[src/rtl/core/rrts_pkg.sv]
`default_nettype none
package rrts_pkg;

  localparam int SLOT_COUNT_DEF  = 8;
  localparam int STACK_BYTES_DEF = 4096;

  localparam int CTX_W     = 32;
  localparam int SLOT_ID_W = 3;
  localparam int OP_W      = 2;
  localparam int STAT_W    = 2;

  localparam logic [OP_W-1:0] OP_CREATE = 2'd0;
  localparam logic [OP_W-1:0] OP_TICK   = 2'd1;
  localparam logic [OP_W-1:0] OP_EXIT   = 2'd2;

  localparam logic [STAT_W-1:0] STAT_DONE      = 2'd0;
  localparam logic [STAT_W-1:0] STAT_NO_SLOT   = 2'd1;
  localparam logic [STAT_W-1:0] STAT_NO_SWITCH = 2'd2;

  localparam logic [CTX_W-1:0] CTX_OFFSET = 32'd24;

  typedef enum logic [1:0] {
    ST_UNUSED  = 2'd0,
    ST_READY   = 2'd1,
    ST_RUNNING = 2'd2,
    ST_DEAD    = 2'd3
  } slot_state_t;

endpackage
`default_nettype wire

[src/rtl/core/rrts_ram.sv]
`default_nettype none
module rrts_ram #(
  parameter int WIDTH = 32,
  parameter int DEPTH = 8
) (
  input  wire logic                     clk,
  input  wire logic                     we,
  input  wire logic [$clog2(DEPTH)-1:0] waddr,
  input  wire logic [WIDTH-1:0]         wdata,
  input  wire logic [$clog2(DEPTH)-1:0] raddr,
  output logic      [WIDTH-1:0]         rdata
);

  logic [WIDTH-1:0] mem [DEPTH];

  always_ff @(posedge clk) begin
    if (we) begin
      mem[waddr] <= wdata;
    end
    rdata <= mem[raddr];
  end

endmodule
`default_nettype wire

[src/rtl/core/round_robin_task_scheduler_unit.sv]
// Round-robin task-slot scheduler. A transaction is taken when start is high
// and busy is low; opcode selects create (take the lowest unused slot, give
// it the initial context base + (slot+1)*STACK_BYTES - 24), tick (search
// round-robin after the current slot for a ready or running slot and switch
// to it, saving live_context for the previous slot) or exit (mark the
// current slot dead); the unused opcode is answered like an exit but
// marks no slot. Exactly one result comes back per transaction, shown
// for a single cycle with done high; the receiver cannot stall it and must
// take it in that cycle. Slot state is checked one slot per clock. A create
// registers done from the scan once it finds an unused slot or has seen
// every slot; a tick that switches goes from the scan through S_SWAP (save
// the old context) and S_LOAD (registered context memory read) to done, a
// tick without a switch strobes when its scan ends, and an exit strobes in
// the next cycle. busy is low again in the cycle done is high, so the next
// transaction may start then. stack_region_base is written through
// cfg_wr_en/cfg_wr_data; the user must write it only while idle, unchecked.
`default_nettype none
module round_robin_task_scheduler_unit #(
  parameter int SLOT_COUNT  = rrts_pkg::SLOT_COUNT_DEF,
  parameter int STACK_BYTES = rrts_pkg::STACK_BYTES_DEF
) (
  input  wire logic                           clk,
  input  wire logic                           rst,
  input  wire logic                           cfg_wr_en,
  input  wire logic [rrts_pkg::CTX_W-1:0]     cfg_wr_data,
  input  wire logic                           start,
  output logic                                busy,
  input  wire logic [rrts_pkg::OP_W-1:0]      opcode,
  input  wire logic [rrts_pkg::CTX_W-1:0]     live_context,
  output logic                                done,
  output logic      [rrts_pkg::STAT_W-1:0]    status,
  output logic      [rrts_pkg::SLOT_ID_W-1:0] slot,
  output logic                                had_previous,
  output logic      [rrts_pkg::SLOT_ID_W-1:0] previous_slot,
  output logic      [rrts_pkg::CTX_W-1:0]     load_context,
  output logic      [rrts_pkg::SLOT_ID_W-1:0] current_id
);

  import rrts_pkg::*;

  localparam int IW = $clog2(SLOT_COUNT);
  localparam logic [IW-1:0]    LAST_IDX  = IW'(SLOT_COUNT - 1);
  localparam logic [CTX_W-1:0] CTX_STEP  = CTX_W'(STACK_BYTES);
  localparam logic [CTX_W-1:0] CTX_FIRST = CTX_STEP - CTX_OFFSET;

  typedef enum logic [3:0] {
    S_IDLE = 4'b0001,
    S_SCAN = 4'b0010,
    S_SWAP = 4'b0100,
    S_LOAD = 4'b1000
  } state_t;

  state_t            state;
  logic [OP_W-1:0]   op;
  logic [CTX_W-1:0]  live;
  logic [IW-1:0]     idx;
  logic [IW-1:0]     count;
  logic [CTX_W-1:0]  ctx;
  logic [CTX_W-1:0]  base;
  slot_state_t       slot_st [SLOT_COUNT];
  logic [IW-1:0]     cur;
  logic              cur_valid;

  logic [IW-1:0]     st_addr;
  slot_state_t       st_rd;
  logic              runnable;
  logic              last;
  logic [IW-1:0]     idx_inc;
  logic [IW-1:0]     cur_inc;
  logic [SLOT_ID_W-1:0] cur_id;

  logic              ram_we;
  logic [IW-1:0]     ram_waddr;
  logic [CTX_W-1:0]  ram_wdata;
  logic [CTX_W-1:0]  ram_rdata;

  assign busy     = (state != S_IDLE);
  assign st_addr  = (state == S_SWAP) ? cur : idx;
  assign st_rd    = slot_st[st_addr];
  assign runnable = (st_rd == ST_READY) || (st_rd == ST_RUNNING);
  assign last     = (count == LAST_IDX);
  assign idx_inc  = (idx == LAST_IDX) ? '0 : idx + 1'b1;
  assign cur_inc  = (cur == LAST_IDX) ? '0 : cur + 1'b1;
  assign cur_id   = cur_valid ? SLOT_ID_W'(cur) : '0;

  assign ram_we    = ((state == S_SCAN) && (op == OP_CREATE) && (st_rd == ST_UNUSED))
                   || ((state == S_SWAP) && cur_valid);
  assign ram_waddr = (state == S_SWAP) ? cur : idx;
  assign ram_wdata = (state == S_SWAP) ? live : ctx;

  rrts_ram #(
    .WIDTH (CTX_W),
    .DEPTH (SLOT_COUNT)
  ) u_ctx_ram (
    .clk   (clk),
    .we    (ram_we),
    .waddr (ram_waddr),
    .wdata (ram_wdata),
    .raddr (idx),
    .rdata (ram_rdata)
  );

  always_ff @(posedge clk) begin
    if (rst) begin
      base <= '0;
    end else if (cfg_wr_en) begin
      base <= cfg_wr_data;
    end
  end

  always_ff @(posedge clk) begin
    if (rst) begin
      state     <= S_IDLE;
      done      <= 1'b0;
      cur       <= '0;
      cur_valid <= 1'b0;
      for (int i = 0; i < SLOT_COUNT; i++) begin
        slot_st[i] <= ST_UNUSED;
      end
    end else begin
      done <= 1'b0;
      unique case (state)
        S_IDLE: begin
          if (start) begin
            op    <= opcode;
            live  <= live_context;
            count <= '0;
            priority if (opcode == OP_CREATE) begin
              idx   <= '0;
              ctx   <= base + CTX_FIRST;
              state <= S_SCAN;
            end else if (opcode == OP_TICK) begin
              idx   <= cur_valid ? cur_inc : '0;
              state <= S_SCAN;
            end else begin
              if ((opcode == OP_EXIT) && cur_valid) begin
                slot_st[cur] <= ST_DEAD;
              end
              done          <= 1'b1;
              status        <= STAT_DONE;
              slot          <= '0;
              had_previous  <= 1'b0;
              previous_slot <= '0;
              load_context  <= '0;
              current_id    <= cur_id;
            end
          end
        end
        S_SCAN: begin
          if (op == OP_CREATE) begin
            priority if (st_rd == ST_UNUSED) begin
              slot_st[idx]  <= ST_READY;
              done          <= 1'b1;
              status        <= STAT_DONE;
              slot          <= SLOT_ID_W'(idx);
              had_previous  <= 1'b0;
              previous_slot <= '0;
              load_context  <= ctx;
              current_id    <= cur_id;
              state         <= S_IDLE;
            end else if (last) begin
              done          <= 1'b1;
              status        <= STAT_NO_SLOT;
              slot          <= '0;
              had_previous  <= 1'b0;
              previous_slot <= '0;
              load_context  <= '0;
              current_id    <= cur_id;
              state         <= S_IDLE;
            end else begin
              idx   <= idx_inc;
              count <= count + 1'b1;
              ctx   <= ctx + CTX_STEP;
            end
          end else begin
            priority if (runnable && !(cur_valid && (idx == cur))) begin
              state <= S_SWAP;
            end else if (runnable || last) begin
              done          <= 1'b1;
              status        <= STAT_NO_SWITCH;
              slot          <= '0;
              had_previous  <= 1'b0;
              previous_slot <= '0;
              load_context  <= '0;
              current_id    <= cur_id;
              state         <= S_IDLE;
            end else begin
              idx   <= idx_inc;
              count <= count + 1'b1;
            end
          end
        end
        S_SWAP: begin
          if (cur_valid && (st_rd == ST_RUNNING)) begin
            slot_st[cur] <= ST_READY;
          end
          state <= S_LOAD;
        end
        S_LOAD: begin
          slot_st[idx]  <= ST_RUNNING;
          cur           <= idx;
          cur_valid     <= 1'b1;
          done          <= 1'b1;
          status        <= STAT_DONE;
          slot          <= SLOT_ID_W'(idx);
          had_previous  <= cur_valid;
          previous_slot <= cur_id;
          load_context  <= ram_rdata;
          current_id    <= SLOT_ID_W'(idx);
          state         <= S_IDLE;
        end
        default: begin
          state <= S_IDLE;
        end
      endcase
    end
  end

  // an accepted transaction either keeps the unit busy or answers at once
  assert property (@(posedge clk) disable iff (rst) (start && !busy) |=> (busy || done))
    else $error("accepted transaction neither busy nor answered");

  // a result never shows while a transaction is still in flight
  assert property (@(posedge clk) disable iff (rst) done |-> !busy)
    else $error("result strobe while busy");

  // a saved previous context only comes with a completed switch
  assert property (@(posedge clk) disable iff (rst)
    (done && had_previous) |-> (status == STAT_DONE && current_id == slot))
    else $error("previous task reported without a switch");

  // failed requests carry no slot and no context
  assert property (@(posedge clk) disable iff (rst)
    (done && (status == STAT_NO_SLOT || status == STAT_NO_SWITCH))
      |-> (slot == '0 && load_context == '0 && !had_previous))
    else $error("failed request carries payload");

endmodule
`default_nettype wire
[config.mk]
export PLATFORM = sky130hd
export DESIGN_NAME = round_robin_task_scheduler_unit
export DESIGN_NICKNAME = d
export VERILOG_FILES = /design/src/rtl/core/rrts_pkg.sv /design/src/rtl/core/rrts_ram.sv /design/src/rtl/core/round_robin_task_scheduler_unit.sv
export SDC_FILE = /design/constraint.sdc
export NUM_CORES = 1
export LEC_CHECK = 0
export BUFFER_PORTS_ARGS = -buffer_cell sky130_fd_sc_hd__buf_2
export CORE_MARGIN = 2
export CORE_UTILIZATION = 50
export CTS_CLUSTER_DIAMETER = 150
export CTS_CLUSTER_SIZE = 28
export DETAILED_ROUTE_END_ITERATION = 7
export PLACE_DENSITY_LB_ADDON = 0.25
export SYNTH_ARGS = -nofsm -noshare
export SYNTH_HDL_FRONTEND = slang
export SYNTH_SLANG_ARGS = --single-unit
export TNS_END_PERCENT = 100
[constraint.sdc]
create_clock -name clk -period 9 [get_ports clk]
set_input_delay 0.9 -clock clk [delete_from_list [all_inputs] [get_ports clk]]
set_output_delay 0.9 -clock clk [all_outputs]
set_load 0.01 [all_outputs]
**Word level (Yosys, flattened, before mapping)**

Memories as Yosys holds them, arrays and structs flattened. A register that Yosys moved wholly into a read port is not among the register bits.
Cells that the tools add are included.
W data, S select, Z words.

- Output and inout port bits: 46
- Bits in registers: 157
- Word-level logic and storage cells: 203
- Bits of input ports: 70
- Memory bits (writable): 272
- Memories kept: 2

- Equality and inequality tests: 28
- Reduce and logical (&&, ||, !) cells: 24
- Mux-type cells: 125
- $add $sub $neg: 5
- Bitwise logic cells: 3

Memories:

| memory | depth | width | read ports | clocked after Yosys merged registers in | wr ports | RTL line | source |
|---|---|---|---|---|---|---|---|
| u_ctx_ram.mem | 8 | 32 | 1 | 1 | 1 | rrts_ram.sv:14 | `logic [WIDTH-1:0] mem [DEPTH];` |
| slot_st | 8 | 2 | 1 | 0 | 8 | round_robin_task_scheduler_unit.sv:60 | `slot_state_t slot_st [SLOT_COUNT];` |

Operators by type and width:

| kind | count |
|---|---|
| $mux W32 | 14 |
| $mux W3 | 39 |
| $pmux W32 S3 | 1 |
| $pmux W32 S2 | 1 |
| $mux W1 | 41 |
| $add A32 B12 Y32 const B | 1 |
| $add A32 B13 Y32 const B | 1 |
| $mux W4 | 8 |
| $pmux W3 S3 | 3 |
| $mux W2 | 12 |
| $reduce_and A8 Y1 | 2 |
| $ne A3 B3 Y1 const B | 5 |
| $reduce_and A7 Y1 | 2 |
| $ne A2 B2 Y1 const B | 6 |
| $pmux W3 S2 | 2 |
| $pmux W4 S3 | 1 |
| $add A3 B1 Y3 const B | 3 |
| $eq A3 B3 Y1 const B | 3 |
| $ne A4 B1 Y1 const B | 2 |
| $logic_and A1 B1 Y1 | 7 |
| $logic_not A2 Y1 | 3 |
| $pmux W1 S3 | 2 |
| $pmux W2 S3 | 1 |
| $eq A2 B1 Y1 const B | 2 |
| 18 further kinds | 23 |

**Logic depth before layout (Yosys ltp)**

Gate-level depths: netlist of the first run.

- Depth in word-level cells: 13
- Mapped depth: 14
- Depth with buffers taken out: 11

**Hierarchy**

Synthesis of the first run repeated with hierarchy kept, for this count alone.

- Cell total of the unflattened synthesis: 1157
- Area total of the unflattened synthesis: 18826.8 sq um

Modules (own cells, without submodules):

| module | cells each | area each (sq um) | sequential area each (sq um) | instances |
|---|---|---|---|---|
| rrts_ram | 415 | 10466.3 | 8328.0 | 1 |
| round_robin_task_scheduler_unit | 742 | 8360.5 | 4784.6 | 1 |

**Worst setup path after synthesis of the first run**

Ideal clock, no wire load.

- Path kind: reg-to-reg
- From: register state[3]
- To: register current_id[0] (netlist name) (enable)
- Buffers on the path: 2
- Stages on the path, launching flop included: 13
- Clock period less this slack: 5100 ps
- Setup time: 460 ps
- Required time: 8540 ps
- Slack: 3900 ps
- Data arrival time: 4640 ps
- Cell sequence: dfxtp_1 buf_6 nor4b_4 buf_6 mux2i_1 mux2i_1 o22ai_1 nor2_1 ha_1 nor3b_1 or3b_2 nand2_1 a21oi_1

- Longest elaborated chain between the ends: 8
- Elaborated cells between the ends (all ways): 20
- Classes of those cells: eq/ne (12); mux (1); reduce/logical (6); memory (1)

Ends and longest elaborated chain:

| element | RTL line | source |
|---|---|---|
| from (decl) | round_robin_task_scheduler_unit.sv:53 | `state_t state;` |
| from (signal assigned) | round_robin_task_scheduler_unit.sv:113 | `state <= S_IDLE;` |
| from (signal assigned) | round_robin_task_scheduler_unit.sv:131 | `state <= S_SCAN;` |
| from (signal assigned) | round_robin_task_scheduler_unit.sv:134 | `state <= S_SCAN;` |
| $eq A4 B3 Y1 | round_robin_task_scheduler_unit.sv:78 | `assign st_addr = (state == S_SWAP) ? cur : idx;` |
| $mux W3 | round_robin_task_scheduler_unit.sv:78 |  |
| $mem_v2 Z8 W2 | -- |  |
| $eq A2 B1 Y1 or $eq A2 B2 Y1 (tied branches) | round_robin_task_scheduler_unit.sv:80 | `assign runnable = (st_rd == ST_READY) \|\| (st_rd == ST_RUNNING);` |
| $logic_or A1 B1 Y1 | round_robin_task_scheduler_unit.sv:80 |  |
| $logic_or A1 B1 Y1 or $logic_and A1 B1 Y1 (tied branches) | round_robin_task_scheduler_unit.sv:178, round_robin_task_scheduler_unit.sv:176 |  |
| $ne A3 B1 Y1 (no line) or $ne A3 B3 Y1 (tied branches) | -- |  |
| $reduce_and A8 Y1 (no line) (*) | -- |  |
| to (signal assigned) | round_robin_task_scheduler_unit.sv:168 | `current_id <= cur_id;` |
| to (signal assigned) | round_robin_task_scheduler_unit.sv:185 | `current_id <= cur_id;` |
| to (signal assigned) | round_robin_task_scheduler_unit.sv:209 | `current_id <= SLOT_ID_W'(idx);` |
| to (decl) | round_robin_task_scheduler_unit.sv:36 | `output logic [rrts_pkg::SLOT_ID_W-1:0] current_id` |

Every way passes the cells marked *; elsewhere a longest branch is shown, timed or not.
A chain may end at the register's enable or synchronous reset.

**Worst setup path after layout of the first run**

- From: register state[2]
- To: memory u_ctx_ram.mem[1][7] (enable)

- Longest elaborated chain between the ends: 8
- Elaborated cells between the ends (all ways): 11
- Classes of those cells: eq/ne (2); mux (3); reduce/logical (5); memory (1)

Ends and longest elaborated chain:

| element | RTL line | source |
|---|---|---|
| $eq A4 B3 Y1 | round_robin_task_scheduler_unit.sv:78, round_robin_task_scheduler_unit.sv:87, round_robin_task_scheduler_unit.sv:88 |  |
| $mux W3 | round_robin_task_scheduler_unit.sv:78, round_robin_task_scheduler_unit.sv:88 |  |
| $mem_v2 Z8 W2 | -- |  |
| $logic_not A2 Y1 | round_robin_task_scheduler_unit.sv:86 | `assign ram_we = ((state == S_SCAN) && (op == OP_CREATE) && (st_rd == ST_UNUSED))` |
| $logic_and A1 B1 Y1 | round_robin_task_scheduler_unit.sv:86 |  |
| $logic_or A1 B1 Y1 | round_robin_task_scheduler_unit.sv:87 | `\|\| ((state == S_SWAP) && cur_valid);` |
| $mux W1 | rrts_ram.sv:17 | `if (we) begin` |
| $mux W1 (implied by the code) | rrts_ram.sv:18 | `mem[waddr] <= wdata;` |
| to (decl) | rrts_ram.sv:14 |  |

Several ways; a longest one is shown, not always the timed one.

==> results.env, run 1 <==
FLOORPLAN.INITIALDENSITY_PCT=50.84
NETSWITCHINGFRACTION_PCT=21.41
SYNTHMOSTINSTANTIATEDCELL='sky130_fd_sc_hd__edfxtp_1'
CORE-AREA_UM2=36610
ROUTABILITYCONGESTION=0.8823
SYNTH_SEQ_CELLS=461
ACHIEVABLE-FREQUENCY_MHz=197.8
MAX-VDD-IR-DROP_mV=0.1795
POWER.SWITCHING_mW=0.7803
CRIT_FANOUT=51
SYNTHESIS.AREA_UM2=18610
SYNTH-EDFF-COUNT=388
SLEW_HEADROOM_PCT=26.78
ANTENNA_VIOLATIONS_BEFORE_REPAIR=0
PORT_BUFFERS=115
CRIT_PATH_FREQUENT_CELL='sky130_fd_sc_hd__buf_4'
CRIT_PATH_CELL_TRACE='nor4b_4 -> buf_4 -> mux2i_1 -> nand2b_1 -> a21oi_1 -> nor4_1 -> ha_1 -> nor3b_1 -> and2_1 -> buf_4 -> a21o_1 -> nand2_1 -> nor2_2 -> buf_4'
ROWS=70
WIRE_LENGTH_OF_THE_FIRST_GLOBAL_ROUTING_PASS_UM=59320
DRT-TOTAL-WL_UM=38910
YOSYSWARNINGS=0
NFILLCELLS=2869
CLOCK_TREE_FROM_TRITONCTS='built'
QUANTITY_OF_HOLD_FIXING_BUFFERS_ADDED_AFTER_CTS=0
WORST_PATH_DOMINANT_CELL_FAMILY='simple AND/OR/NAND/NOR gates'
STARTPOINT_TYPE='register'
NUMCLOCKSINKS=461
NUMCTSBUFFERS=20
SYNTH.LIB_CELLS_USED.DISTINCT=51
CLOCK_TREE.BUFFER_DEPTH=3
CLOCK_SKEW_NS=0.03083
CLK_ROOT_BUFFER_CELL='sky130_fd_sc_hd__clkbuf_16'
DIE-WIDTH_UM=196.9
COMB_POWER_SHARE_PCT=5.6
POST_SYNTH.CELL_AREA_AVG_UM2=15.76
GRT_MAX_DEGREE=77
LAYOUT-AREA-OVERHEAD-VS-SYNTH_PCT=8.906
ANTENNA_CELLS_INSERTED=0
POST_SYNTH_MOST_FREQUENT_CELLS='sky130_fd_sc_hd__edfxtp_1 (388), sky130_fd_sc_hd__nand2_1 (131), sky130_fd_sc_hd__nor2_1 (93), sky130_fd_sc_hd__dfxtp_1 (73), sky130_fd_sc_hd__mux4_2 (64)'
REPORT.FINAL.SETUP_VIOL=0
LAYOUT-DRIVE-GT1-SHARE_PCT=21.48
FINAL.PERIOD_UTILIZATION_PCT=56.19
POWER_DENSITY_nW_PER_UM2=179.8
MOST_USED_FLIP_FLOP_CELL_AFTER_SYNTHESIS='sky130_fd_sc_hd__edfxtp_1'
FINAL_PERIOD_MINUS_WORST_SETUP_SLACK_NS=5.057
ENDPOINT_KIND='register'
CLKTRANSATPATHREGS_NS=0.11
CRITICAL_PATH_REQUIRED_NS=9.18
CP.ARRIVAL_NS=5.24
RSZ0062_AT_GRT='false'
TIGHTEST_SLEW_NS=1.098
SEQUENTIALPOWERSHARE_PCT=65.4
DIE_HEIGHT_UM=196.9
CLK_LATENCY_NS=0.56
SYNTH_NETS=1261
RUN_STATUS='complete, no violations'
SYNTH.LARGEST_AREA_CELL='sky130_fd_sc_hd__edfxtp_1'
CRIT_TYPE='register to register'
TIMING.MAX_CAP.VIOLATIONS=0
HPWL_UM=24530
SYNTH_SEQ_AREA_SHARE_PCT=70.44
POSTROUTEANTENNANETS=0
PATH_BUF_INV=3
ASYNC_RESET_FF_SHARE_PCT=0
TIMING.FINAL.HOLD_VIOLATIONS=0
HTREEDEPTH=1
POST_DRT_VIA_CELL_RATIO=5.640
LEAKAGE_nW=7.025
TOTALNEGATIVESETUPSLACK_NS=0
SYNTH.AREA.TOP_CELLS='sky130_fd_sc_hd__edfxtp_1 (63%), sky130_fd_sc_hd__dfxtp_1 (7.9%), sky130_fd_sc_hd__mux4_2 (7.7%)'
SHARE_CLK_OF_TOTAL_POWER_PCT=29.0
FINALNETCOUNT=1352
CTS_RESIZED=0
LAYOUT.CELLS.NON_FILLER=1753
IO_PINS=116
GLOBAL_ROUTE.USAGE.TOTAL_PCT=20.21
DIEAREA_UM2=38790
GRT_OVERFLOW=0
YOSYS.AREA.TOP_TYPE_SHARE_PCT=62.59
CPMAXSTAGEDELAYCELL='sky130_fd_sc_hd__buf_4'
DRC_ERRORS=0
POST_SYN_INSTANCES=1181
REPORT.FINAL.SLEW_VIOL_COUNT=0
DETAILROUTE.VIA_COUNT=9887
COUNT_OF_TRITONROUTE_ITERATIONS_IN_THE_FIRST_ROUTING_PASS=5
DETAILEDROUTE.FIRSTITERATIONVIOLATIONS=936
PLACED_CELLS=1718
VIA_COUNT_OF_THE_FIRST_GLOBAL_ROUTING_PASS=9976
POST-CTS-SETUP-BUFFER-COUNT=0
WIRE_PER_INST_UM=22.20
CRITICAL_PATH.MAX_STAGE_DELAY_NS=0.65
TIMING.HOLD.WORST.CLASS='register to register'
CELL_INTERNAL_PWR_mW=2.865
==> flip-flops by register name (all words and copies together) (netlist names), 2 cells and up <==
| name | flops |
|---|---|
| state | 4 |
| op | 2 |
| cur | 3 |
| live | 32 |
| current_id | 3 |
| load_context | 32 |
| slot_st | 16 |
| status | 2 |
| count | 3 |
| idx | 3 |
| u_ctx_ram.mem | 256 |
| u_ctx_ram.rdata | 32 |
| base | 32 |
| previous_slot | 3 |
| slot | 3 |
| ctx | 32 |
==> path summary, 6_finish.rpt <==
path / startpoint / to / slack (ns) / cells past startpoint
worst max register to register: state[2] / u_ctx_ram.mem[1][7] / 3.94 / 14
worst min-delay path: base[0] / base[0] / 0.50 / 2
worst max-delay path: state[2] / u_ctx_ram.mem[1][7] / 3.94 / 14
worst min register to register: base[0] / base[0] / 0.50 / 2
==> worst register-to-register path: stages (launching register included) <==
cell and delay [ns]:
sky130_fd_sc_hd__dfxtp_1 0.56, sky130_fd_sc_hd__nor4b_4 0.26, sky130_fd_sc_hd__buf_4 0.65, sky130_fd_sc_hd__mux2i_1 0.52
sky130_fd_sc_hd__nand2b_1 0.17, sky130_fd_sc_hd__a21oi_1 0.07, sky130_fd_sc_hd__nor4_1 0.33, sky130_fd_sc_hd__ha_1 0.25
sky130_fd_sc_hd__nor3b_1 0.32, sky130_fd_sc_hd__and2_1 0.19, sky130_fd_sc_hd__buf_4 0.44, sky130_fd_sc_hd__a21o_1 0.20
sky130_fd_sc_hd__nand2_1 0.14, sky130_fd_sc_hd__nor2_2 0.13, sky130_fd_sc_hd__buf_4 0.43
==> cells in the final DEF, fill, tap and decap left out, types with 14 or more instances in the layout <==
cell                        instances
sky130_fd_sc_hd__a21oi_1           17
sky130_fd_sc_hd__buf_2            115
sky130_fd_sc_hd__xor2_1            30
sky130_fd_sc_hd__edfxtp_1         388
sky130_fd_sc_hd__mux2i_1           51
sky130_fd_sc_hd__nor2_1            85
sky130_fd_sc_hd__nand2_1          131
sky130_fd_sc_hd__mux4_2            64
sky130_fd_sc_hd__dfxtp_1           73
sky130_fd_sc_hd__clkbuf_16         20
sky130_fd_sc_hd__buf_4             20
sky130_fd_sc_hd__mux2_2            36
sky130_fd_sc_hd__xnor2_1           14
sky130_fd_sc_hd__nand3_1           18
sky130_fd_sc_hd__a22o_1            35
sky130_fd_sc_hd__o21ai_0           25
==> per-stage QoR <==
step           utilization (%)  hold slack, ns  instance area [um^2]  power (mW)  worst slack, ns
2_1_floorplan                -          0.4515                 18610       2.555            3.900
3_3_place_gp             53.78          0.4679                 19690       2.634            4.146
4_1_cts                  55.37          0.4889                 20270       3.674            3.941
3_5_place_dp             53.78          0.4788                 19690       2.638            3.978
6_report                 55.37          0.4999                 20270       3.645            3.943
5_1_grt                  55.37          0.4855                 20270       3.762            3.625
==> area by class of cell <==
type / count / area, um^2 / share of cell area [%]
tap: 468 / 585.6 / 2.889
sequential: 461 / 13110 / 64.68
clock inverter: 2 / 32.53 / 0.1605
timing repair buffer: 135 / 725.7 / 3.580
multi-input combinational: 646 / 5236 / 25.83
inverter: 8 / 30.03 / 0.1481
clock buffer: 33 / 549.3 / 2.710
==> power groups by stage <==
stage	clock network, mW	registers, mW	logic, mW
after detailed placement	0	2.43	0.208
after CTS	1.08	2.38	0.209
after floorplan	0	2.42	0.136
final	1.06	2.38	0.204
after global routing	1.15	2.39	0.226
after global placement	0	2.43	0.203
==> metal layers <==
| metal | vias to the layer above | track usage, % | part of all wire [%] |
|---|---|---|---|
| li1 | 4660 | - | - |
| met1 | 4919 | 29.16 | 45 |
| met2 | 273 | 33.74 | 49 |
| met3 | 35 | 2.789 | 5.3 |
| met4 | 0 | 3.119 | 1.2 |
| met5 | - | 0 | 0 |
==> logic make-up after synthesis <==
family                     count (synthesis)  share of synthesized area [%]
DFF                                      461                          70.44
AOI/OAI and AO/OA                        110                          4.100
xor gates and xnor gates                  44                          2.070
buffers and inverters                     74                          1.667
and+or+nand+nor                          331                          8.382
muxes                                    151                          12.66
adders and majority gates                 10                         0.6722
(Power assumes the default switching activity.)
==> inputs of run 2 (changes only) <==
- clock period: 9 -> 4.1 ns (I/O delays scaled with it)
==> run 2 against run 1 <==
Via count rose by 4.3%. Die area did not move. Maximum frequency rose by 31%. Clock skew fell by 0.012 ns. Power rose by 120%. Largest cell class unchanged.
==> results.env, run 2 (synthesis gave the netlist of run 1 again) <==
NFILLCELLS=2917
MAX-VDD-IR-DROP_mV=0.3053
LEAKAGE_nW=7.194
REPORT.FINAL.SLEW_VIOL_COUNT=0
MOST-COMMON-LAYOUT-CELLS='sky130_fd_sc_hd__edfxtp_1 (388), sky130_fd_sc_hd__nand2_1 (131), sky130_fd_sc_hd__buf_2 (115), sky130_fd_sc_hd__nor2_1 (85), sky130_fd_sc_hd__dfxtp_1 (73)'
DIE-WIDTH_UM=196.9
POWER_DENSITY_nW_PER_UM2=391.0
CRIT_TYPE='register to register'
RUN_STATUS='complete, no violations'
CLOCK_TREE.BUFFER_DEPTH=3
POST_DRT_VIA_CELL_RATIO=5.795
HTREEDEPTH=1
MULTI_INPUT_AREA_UM2=5268
DETAILROUTE.VIA_COUNT=10310
GRT_OVERFLOW=0
PATH_BUF_INV=2
SLEW_HEADROOM_PCT=24.97
CLK_ROOT_BUFFER_CELL='sky130_fd_sc_hd__clkbuf_16'
DRT-TOTAL-WL_UM=41060
DIEAREA_UM2=38790
CRIT_FANOUT=28
PORT_BUFFERS=115
FINAL-SEQ-AREA_UM2=13110
LARGEST_REGISTER_FFS=256
CRIT_PATH_CELL_TRACE='nor4b_4 -> buf_12 -> mux2_2 -> a22oi_1 -> nor2b_1 -> nor4_1 -> ha_1 -> nor3b_2 -> a21oi_1 -> nor2_1 -> buf_4 -> a32oi_1 -> o21ai_0'
IO_PINS=116
HPWL_UM=26950
WORST_R2R_PATH_DEPTH=13
PLACED_CELLS=1743
LAYOUT.CELLS.NON_FILLER=1779
CLOCK_TREE_FROM_TRITONCTS='built'
TIMING.HOLD.WORST.CLASS='input pin to register'
CLK_LATENCY_NS=0.54
ENDPOINT_KIND='register'
STARTPOINT_TYPE='register'
ANTENNA_VIOLATIONS_BEFORE_REPAIR=1
WIRE_PER_INST_UM=23.08
CP.ARRIVAL_NS=4.06
NUMCTSBUFFERS=20
REPORT.FINAL.SETUP_VIOL=0
MIN_DELAY_PATH_DEPTH=1
CLOCK_SKEW_NS=0.01930
GLOBAL_ROUTE.USAGE.TOTAL_PCT=21.52
FINAL_PERIOD_MINUS_WORST_SETUP_SLACK_NS=3.847
CP_NUM_CELLS=13
POSTROUTEANTENNANETS=0
LAYOUT-DRIVE-GT1-SHARE_PCT=23.28
CRITICAL_PATH_REQUIRED_NS=4.32
CPMAXSTAGEDELAYCELL='sky130_fd_sc_hd__dfxtp_1'
POST-CTS-SETUP-BUFFER-COUNT=0
FINAL.PERIOD_UTILIZATION_PCT=93.83
CORE-AREA_UM2=36610
FLOORPLAN.INITIALDENSITY_PCT=50.84
GRT_MAX_DEGREE=59
COUNT_OF_TRITONROUTE_ITERATIONS_IN_THE_FIRST_ROUTING_PASS=5
VIA_COUNT_OF_THE_FIRST_GLOBAL_ROUTING_PASS=10470
DIE_HEIGHT_UM=196.9
FIN_WS_NS=0.2531
CRITICAL_PATH.MAX_STAGE_DELAY_NS=0.45
FINALNETCOUNT=1377
UTILIZATION_PCT=56.34
ACHIEVABLE-FREQUENCY_MHz=260.0
CLKTRANSATPATHREGS_NS=0.11
DRC_ERRORS=0
PRECTSSETUPSLACK_NS=0.1934
DESIGN_POWER_TOTAL_mW=8.065
REGISTERS.TOP_BY_FF_COUNT='u_ctx_ram.mem'
MOSTFREQUENTLAYOUTCELL='sky130_fd_sc_hd__edfxtp_1'
TOTALNEGATIVESETUPSLACK_NS=0
DETAILEDROUTE.FIRSTITERATIONVIOLATIONS=783
ROWS=70
TIMING.MAX_CAP.VIOLATIONS=0
ROUTABILITYCONGESTION=0.9659
TIGHTEST_SLEW_NS=1.117
NUMCLOCKSINKS=461
WIRE_LENGTH_OF_THE_FIRST_GLOBAL_ROUTING_PASS_UM=62630
LAYOUT-AREA-OVERHEAD-VS-SYNTH_PCT=10.82
TIMING.FINAL.HOLD_VIOLATIONS=0
WORST_PATH_DOMINANT_CELL_FAMILY='simple AND/OR/NAND/NOR gates'
==> run 2: cell types whose count changed in the layout (fill, tap and decap cells not counted), moves of 3 or more <==
cell                     change
sky130_fd_sc_hd__nor2_2      -3
sky130_fd_sc_hd__buf_12     +10
sky130_fd_sc_hd__nor2_4      +3
sky130_fd_sc_hd__buf_4      +15
==> run 2: path summary, 6_finish.rpt <==
check,from,endpoint,slack (ns)
worst max-delay path,state[1],slot_st[0][1],0.25
worst min-delay path,live_context[25],live[25],0.03
worst max register to register,state[1],slot_st[0][1],0.25
worst min register to register,base[0],base[0],0.50
==> run 2: final cells by class <==
cell class                      instances  share of cell area (%)
Sequential cell                       461                   63.57
Multi-Input combinational cell        646                   25.54
Timing Repair Buffer                  160                   5.035
Tap cell                              468                   2.839
Clock buffer                           34                   2.784
Inverter                                8                  0.1456
Clock inverter                          1                 0.07885
Antenna cell                            1                 0.01213
==> run 2: stage by stage <==
stage,cell area (um^2),hold WS (ns)
floorplan,18630,0.4515
global placement,20020,0.4699
detailed placement,20020,0.4783
CTS,20610,0.01447
global route,20620,0.01289
finish,20630,0.03361
==> run 2: what timing repair did <==
item                                    CTS  global route
resized for setup                         0             6
endpoints found under the setup margin    0           218
hold buffers                              0             0
==> run 2: report_power, final <==
| part | switching, mW | internal (mW) |
|---|---|---|
| Combinational | 0.282 | 0.193 |
| Sequential | 0.0702 | 5.16 |
| Clock | 1.38 | 0.982 |
| Total | 1.73 | 6.33 |
==> run 2: per-layer routing <==
metal	part of all wire (%)	up-vias	GRT usage (%)
met5	0	-	0
met2	49	348	35.82
met3	5.7	41	3.183
met1	44	5205	30.70
li1	-	4715	-
met4	1.6	0	4.094
==> inputs of run 3 (changes only) <==
- ABC_AREA: not set -> 1
==> run 3 against run 2 <==
Area after synthesis increased by 3.0%. Clock power about the same. Power increased by 35%.
==> results.env, run 3 <==
POSTROUTEANTENNANETS=0
CLKTRANSATPATHREGS_NS=0.11
SYNTH_NETS=1892
SYNTH_SEQ_AREA_SHARE_PCT=68.42
SYNTHMOSTINSTANTIATEDCELL='sky130_fd_sc_hd__edfxtp_1'
ANTENNA_CELLS_INSERTED=0
SYNTH.AREA.TOP_CELLS='sky130_fd_sc_hd__edfxtp_1 (61%), sky130_fd_sc_hd__dfxtp_1 (7.6%), sky130_fd_sc_hd__nand2_1 (7.3%)'
LAYOUT-DRIVE-GT1-SHARE_PCT=10.65
GRT_OVERFLOW=0
CRITICAL_PATH_REQUIRED_NS=4.36
RUN_STATUS='complete, no violations'
TOTALNEGATIVESETUPSLACK_NS=0
DETAILEDROUTE.FIRSTITERATIONVIOLATIONS=1155
WIRE_PER_INST_UM=18.65
NUMCLOCKSINKS=461
CRIT_TYPE='register to register'
PORT_BUFFERS=115
CLOCK_TREE_FROM_TRITONCTS='built'
REPORT.FINAL.SLEW_VIOL_COUNT=0
CLK_LATENCY_NS=0.57
MAX-VDD-IR-DROP_mV=0.2654
CLOCK_SKEW_NS=0.03219
CP.ARRIVAL_NS=3.75
WIRE_LENGTH_OF_THE_FIRST_GLOBAL_ROUTING_PASS_UM=68770
FINAL.PERIOD_UTILIZATION_PCT=85.05
GLOBAL_ROUTE.USAGE.TOTAL_PCT=22.52
SYNTH_SEQ_CELLS=461
TIMING.HOLD.WORST.CLASS='input pin to register'
HTREEDEPTH=1
ENDPOINT_KIND='register'
NFILLCELLS=3268
POWER_DENSITY_nW_PER_UM2=517.2
YOSYS.AREA.TOP_TYPE_SHARE_PCT=60.79
SLEW_HEADROOM_PCT=31.92
GRT_MAX_DEGREE=76
HPWL_UM=28300
DESIGN_POWER_TOTAL_mW=10.86
POST-CTS-SETUP-BUFFER-COUNT=0
SYNTH.LARGEST_AREA_CELL='sky130_fd_sc_hd__edfxtp_1'
SYNTHESIS.AREA_UM2=19170
MOST_USED_FLIP_FLOP_CELL_AFTER_SYNTHESIS='sky130_fd_sc_hd__edfxtp_1'
SYNTH.LIB_CELLS_USED.DISTINCT=38
PLACEDINSTANCEAREA_UM2=20420
LARGEST_REGISTER_FFS=256
POST_DRT_VIA_CELL_RATIO=5.462
SYNTH-EDFF-COUNT=388
PRECTSSETUPSLACK_NS=0.6133
FINAL_DESIGN_AREA_NO_FILL_UM2=21010
LAYOUT.CELLS.NON_FILLER=2417
FINAL-SEQ-AREA_UM2=13110
FIN_WORST_HOLD_SLACK_NS=0.01729
DRT-TOTAL-WL_UM=45090
POST_SYN_INSTANCES=1812
VIA_COUNT_OF_THE_FIRST_GLOBAL_ROUTING_PASS=12500
ACHIEVABLE-FREQUENCY_MHz=286.8
DIEAREA_UM2=39910
MULTI_INPUT_AREA_UM2=5361
TIMING.MAX_CAP.VIOLATIONS=0
RSZ0062_AT_GRT='false'
MOSTFREQUENTLAYOUTCELL='sky130_fd_sc_hd__edfxtp_1'
YOSYSWARNINGS=0
REGISTERS.TOP_BY_FF_COUNT='u_ctx_ram.mem'
FIN_WS_NS=0.6129
ROWS=71
COUNT_OF_TRITONROUTE_ITERATIONS_IN_THE_FIRST_ROUTING_PASS=6
CLK_ROOT_BUFFER_CELL='sky130_fd_sc_hd__clkbuf_16'
FINALNETCOUNT=1972
UTILIZATION_PCT=55.77
DIE_HEIGHT_UM=199.8
CLOCK_TREE.BUFFER_DEPTH=3
DETAILROUTE.VIA_COUNT=13200
ASYNC_RESET_FF_SHARE_PCT=0
QUANTITY_OF_HOLD_FIXING_BUFFERS_ADDED_AFTER_CTS=0
STARTPOINT_TYPE='register'
TIGHTEST_SLEW_NS=1.017
CTS_RESIZED=0
PLACED_CELLS=2381
TIMING.FINAL.HOLD_VIOLATIONS=0
DRC_ERRORS=0
FINAL_PERIOD_MINUS_WORST_SETUP_SLACK_NS=3.487
FLOORPLAN.INITIALDENSITY_PCT=50.88
ANTENNA_VIOLATIONS_BEFORE_REPAIR=1
LEAKAGE_nW=7.858
REPORT.FINAL.SETUP_VIOL=0
DIE-WIDTH_UM=199.8
IO_PINS=116
NUMCTSBUFFERS=20
CORE-AREA_UM2=37670
MOST-COMMON-LAYOUT-CELLS='sky130_fd_sc_hd__edfxtp_1 (388), sky130_fd_sc_hd__nand2_1 (371), sky130_fd_sc_hd__nor2_1 (296), sky130_fd_sc_hd__o21ai_0 (215), sky130_fd_sc_hd__buf_2 (115)'
POST_SYNTH_MOST_FREQUENT_CELLS='sky130_fd_sc_hd__edfxtp_1 (388), sky130_fd_sc_hd__nand2_1 (371), sky130_fd_sc_hd__nor2_1 (296), sky130_fd_sc_hd__o21ai_0 (215), sky130_fd_sc_hd__inv_1 (95)'
CRIT_FANOUT=16
POST_SYNTH.CELL_AREA_AVG_UM2=10.58
ROUTABILITYCONGESTION=0.8874
LAYOUT-AREA-OVERHEAD-VS-SYNTH_PCT=9.596
==> run 3: cell type report <==
type / instances / share of cell area [%]
Clock inverter: 2 / 0.1549
Inverter: 107 / 1.918
Multi-Input combinational cell: 1160 / 25.52
Sequential cell: 461 / 62.43
Timing Repair Buffer: 142 / 4.301
Tap cell: 511 / 3.044
Clock buffer: 34 / 2.633
==> run 3: critical path, cell delays in order (launching register included) <==
cell and delay [ns]:
sky130_fd_sc_hd__dfxtp_1 0.39, sky130_fd_sc_hd__nor2_4 0.20, sky130_fd_sc_hd__nand3_2 0.20, sky130_fd_sc_hd__nand2_1 0.39, sky130_fd_sc_hd__nand2_1 0.09, sky130_fd_sc_hd__nand2_1 0.08, sky130_fd_sc_hd__nand2_1 0.05, sky130_fd_sc_hd__nand2_1 0.08
sky130_fd_sc_hd__nand2_1 0.05, sky130_fd_sc_hd__nand2_1 0.11, sky130_fd_sc_hd__inv_2 0.04, sky130_fd_sc_hd__ha_1 0.31, sky130_fd_sc_hd__nor2_1 0.06, sky130_fd_sc_hd__nand3_1 0.09, sky130_fd_sc_hd__o21ai_0 0.09, sky130_fd_sc_hd__nor2_1 0.14
sky130_fd_sc_hd__and3_2 0.59, sky130_fd_sc_hd__buf_12 0.23
==> run 3: where the power goes <==
| part | switching [mW] | internal, mW | leakage (nW) |
|---|---|---|---|
| Clock | 1.39 | 0.952 | 0.277 |
| Combinational | 1.84 | 0.704 | 3.42 |
| Sequential | 0.205 | 5.77 | 4.16 |
==> run 3: routing by layer <==
layer	share of wire, %	global-route usage (%)	up-vias
met5	0	0	-
met4	1.2	3.813	0
met3	7.9	3.646	43
met2	48	37.59	470
met1	43	31.80	6294
li1	-	-	6395
==> run 3: path summary, 6_finish.rpt <==
check / from / endpoint / slack, ns / depth (start not counted)
hold reg to reg: base[2] / base[2] / 0.49 / 2
hold / removal: live_context[13] / live[13] / 0.02 / 1
setup / recovery: state[0] / load_context[22] / 0.61 / 17
setup reg to reg: state[0] / load_context[22] / 0.61 / 17
==> run 3: cell families (layout without fill, tap and decap cells) <==
group           after synthesis  in the layout  share of synthesized area (%)
simple gates                782            782                          16.64
buf+inv                     191            285                          3.904
xor+xnor                     11             11                         0.5027
fa+ha+maj                    10             10                         0.6528
flops                       461            461                          68.42
compound gates              357            357                          9.884
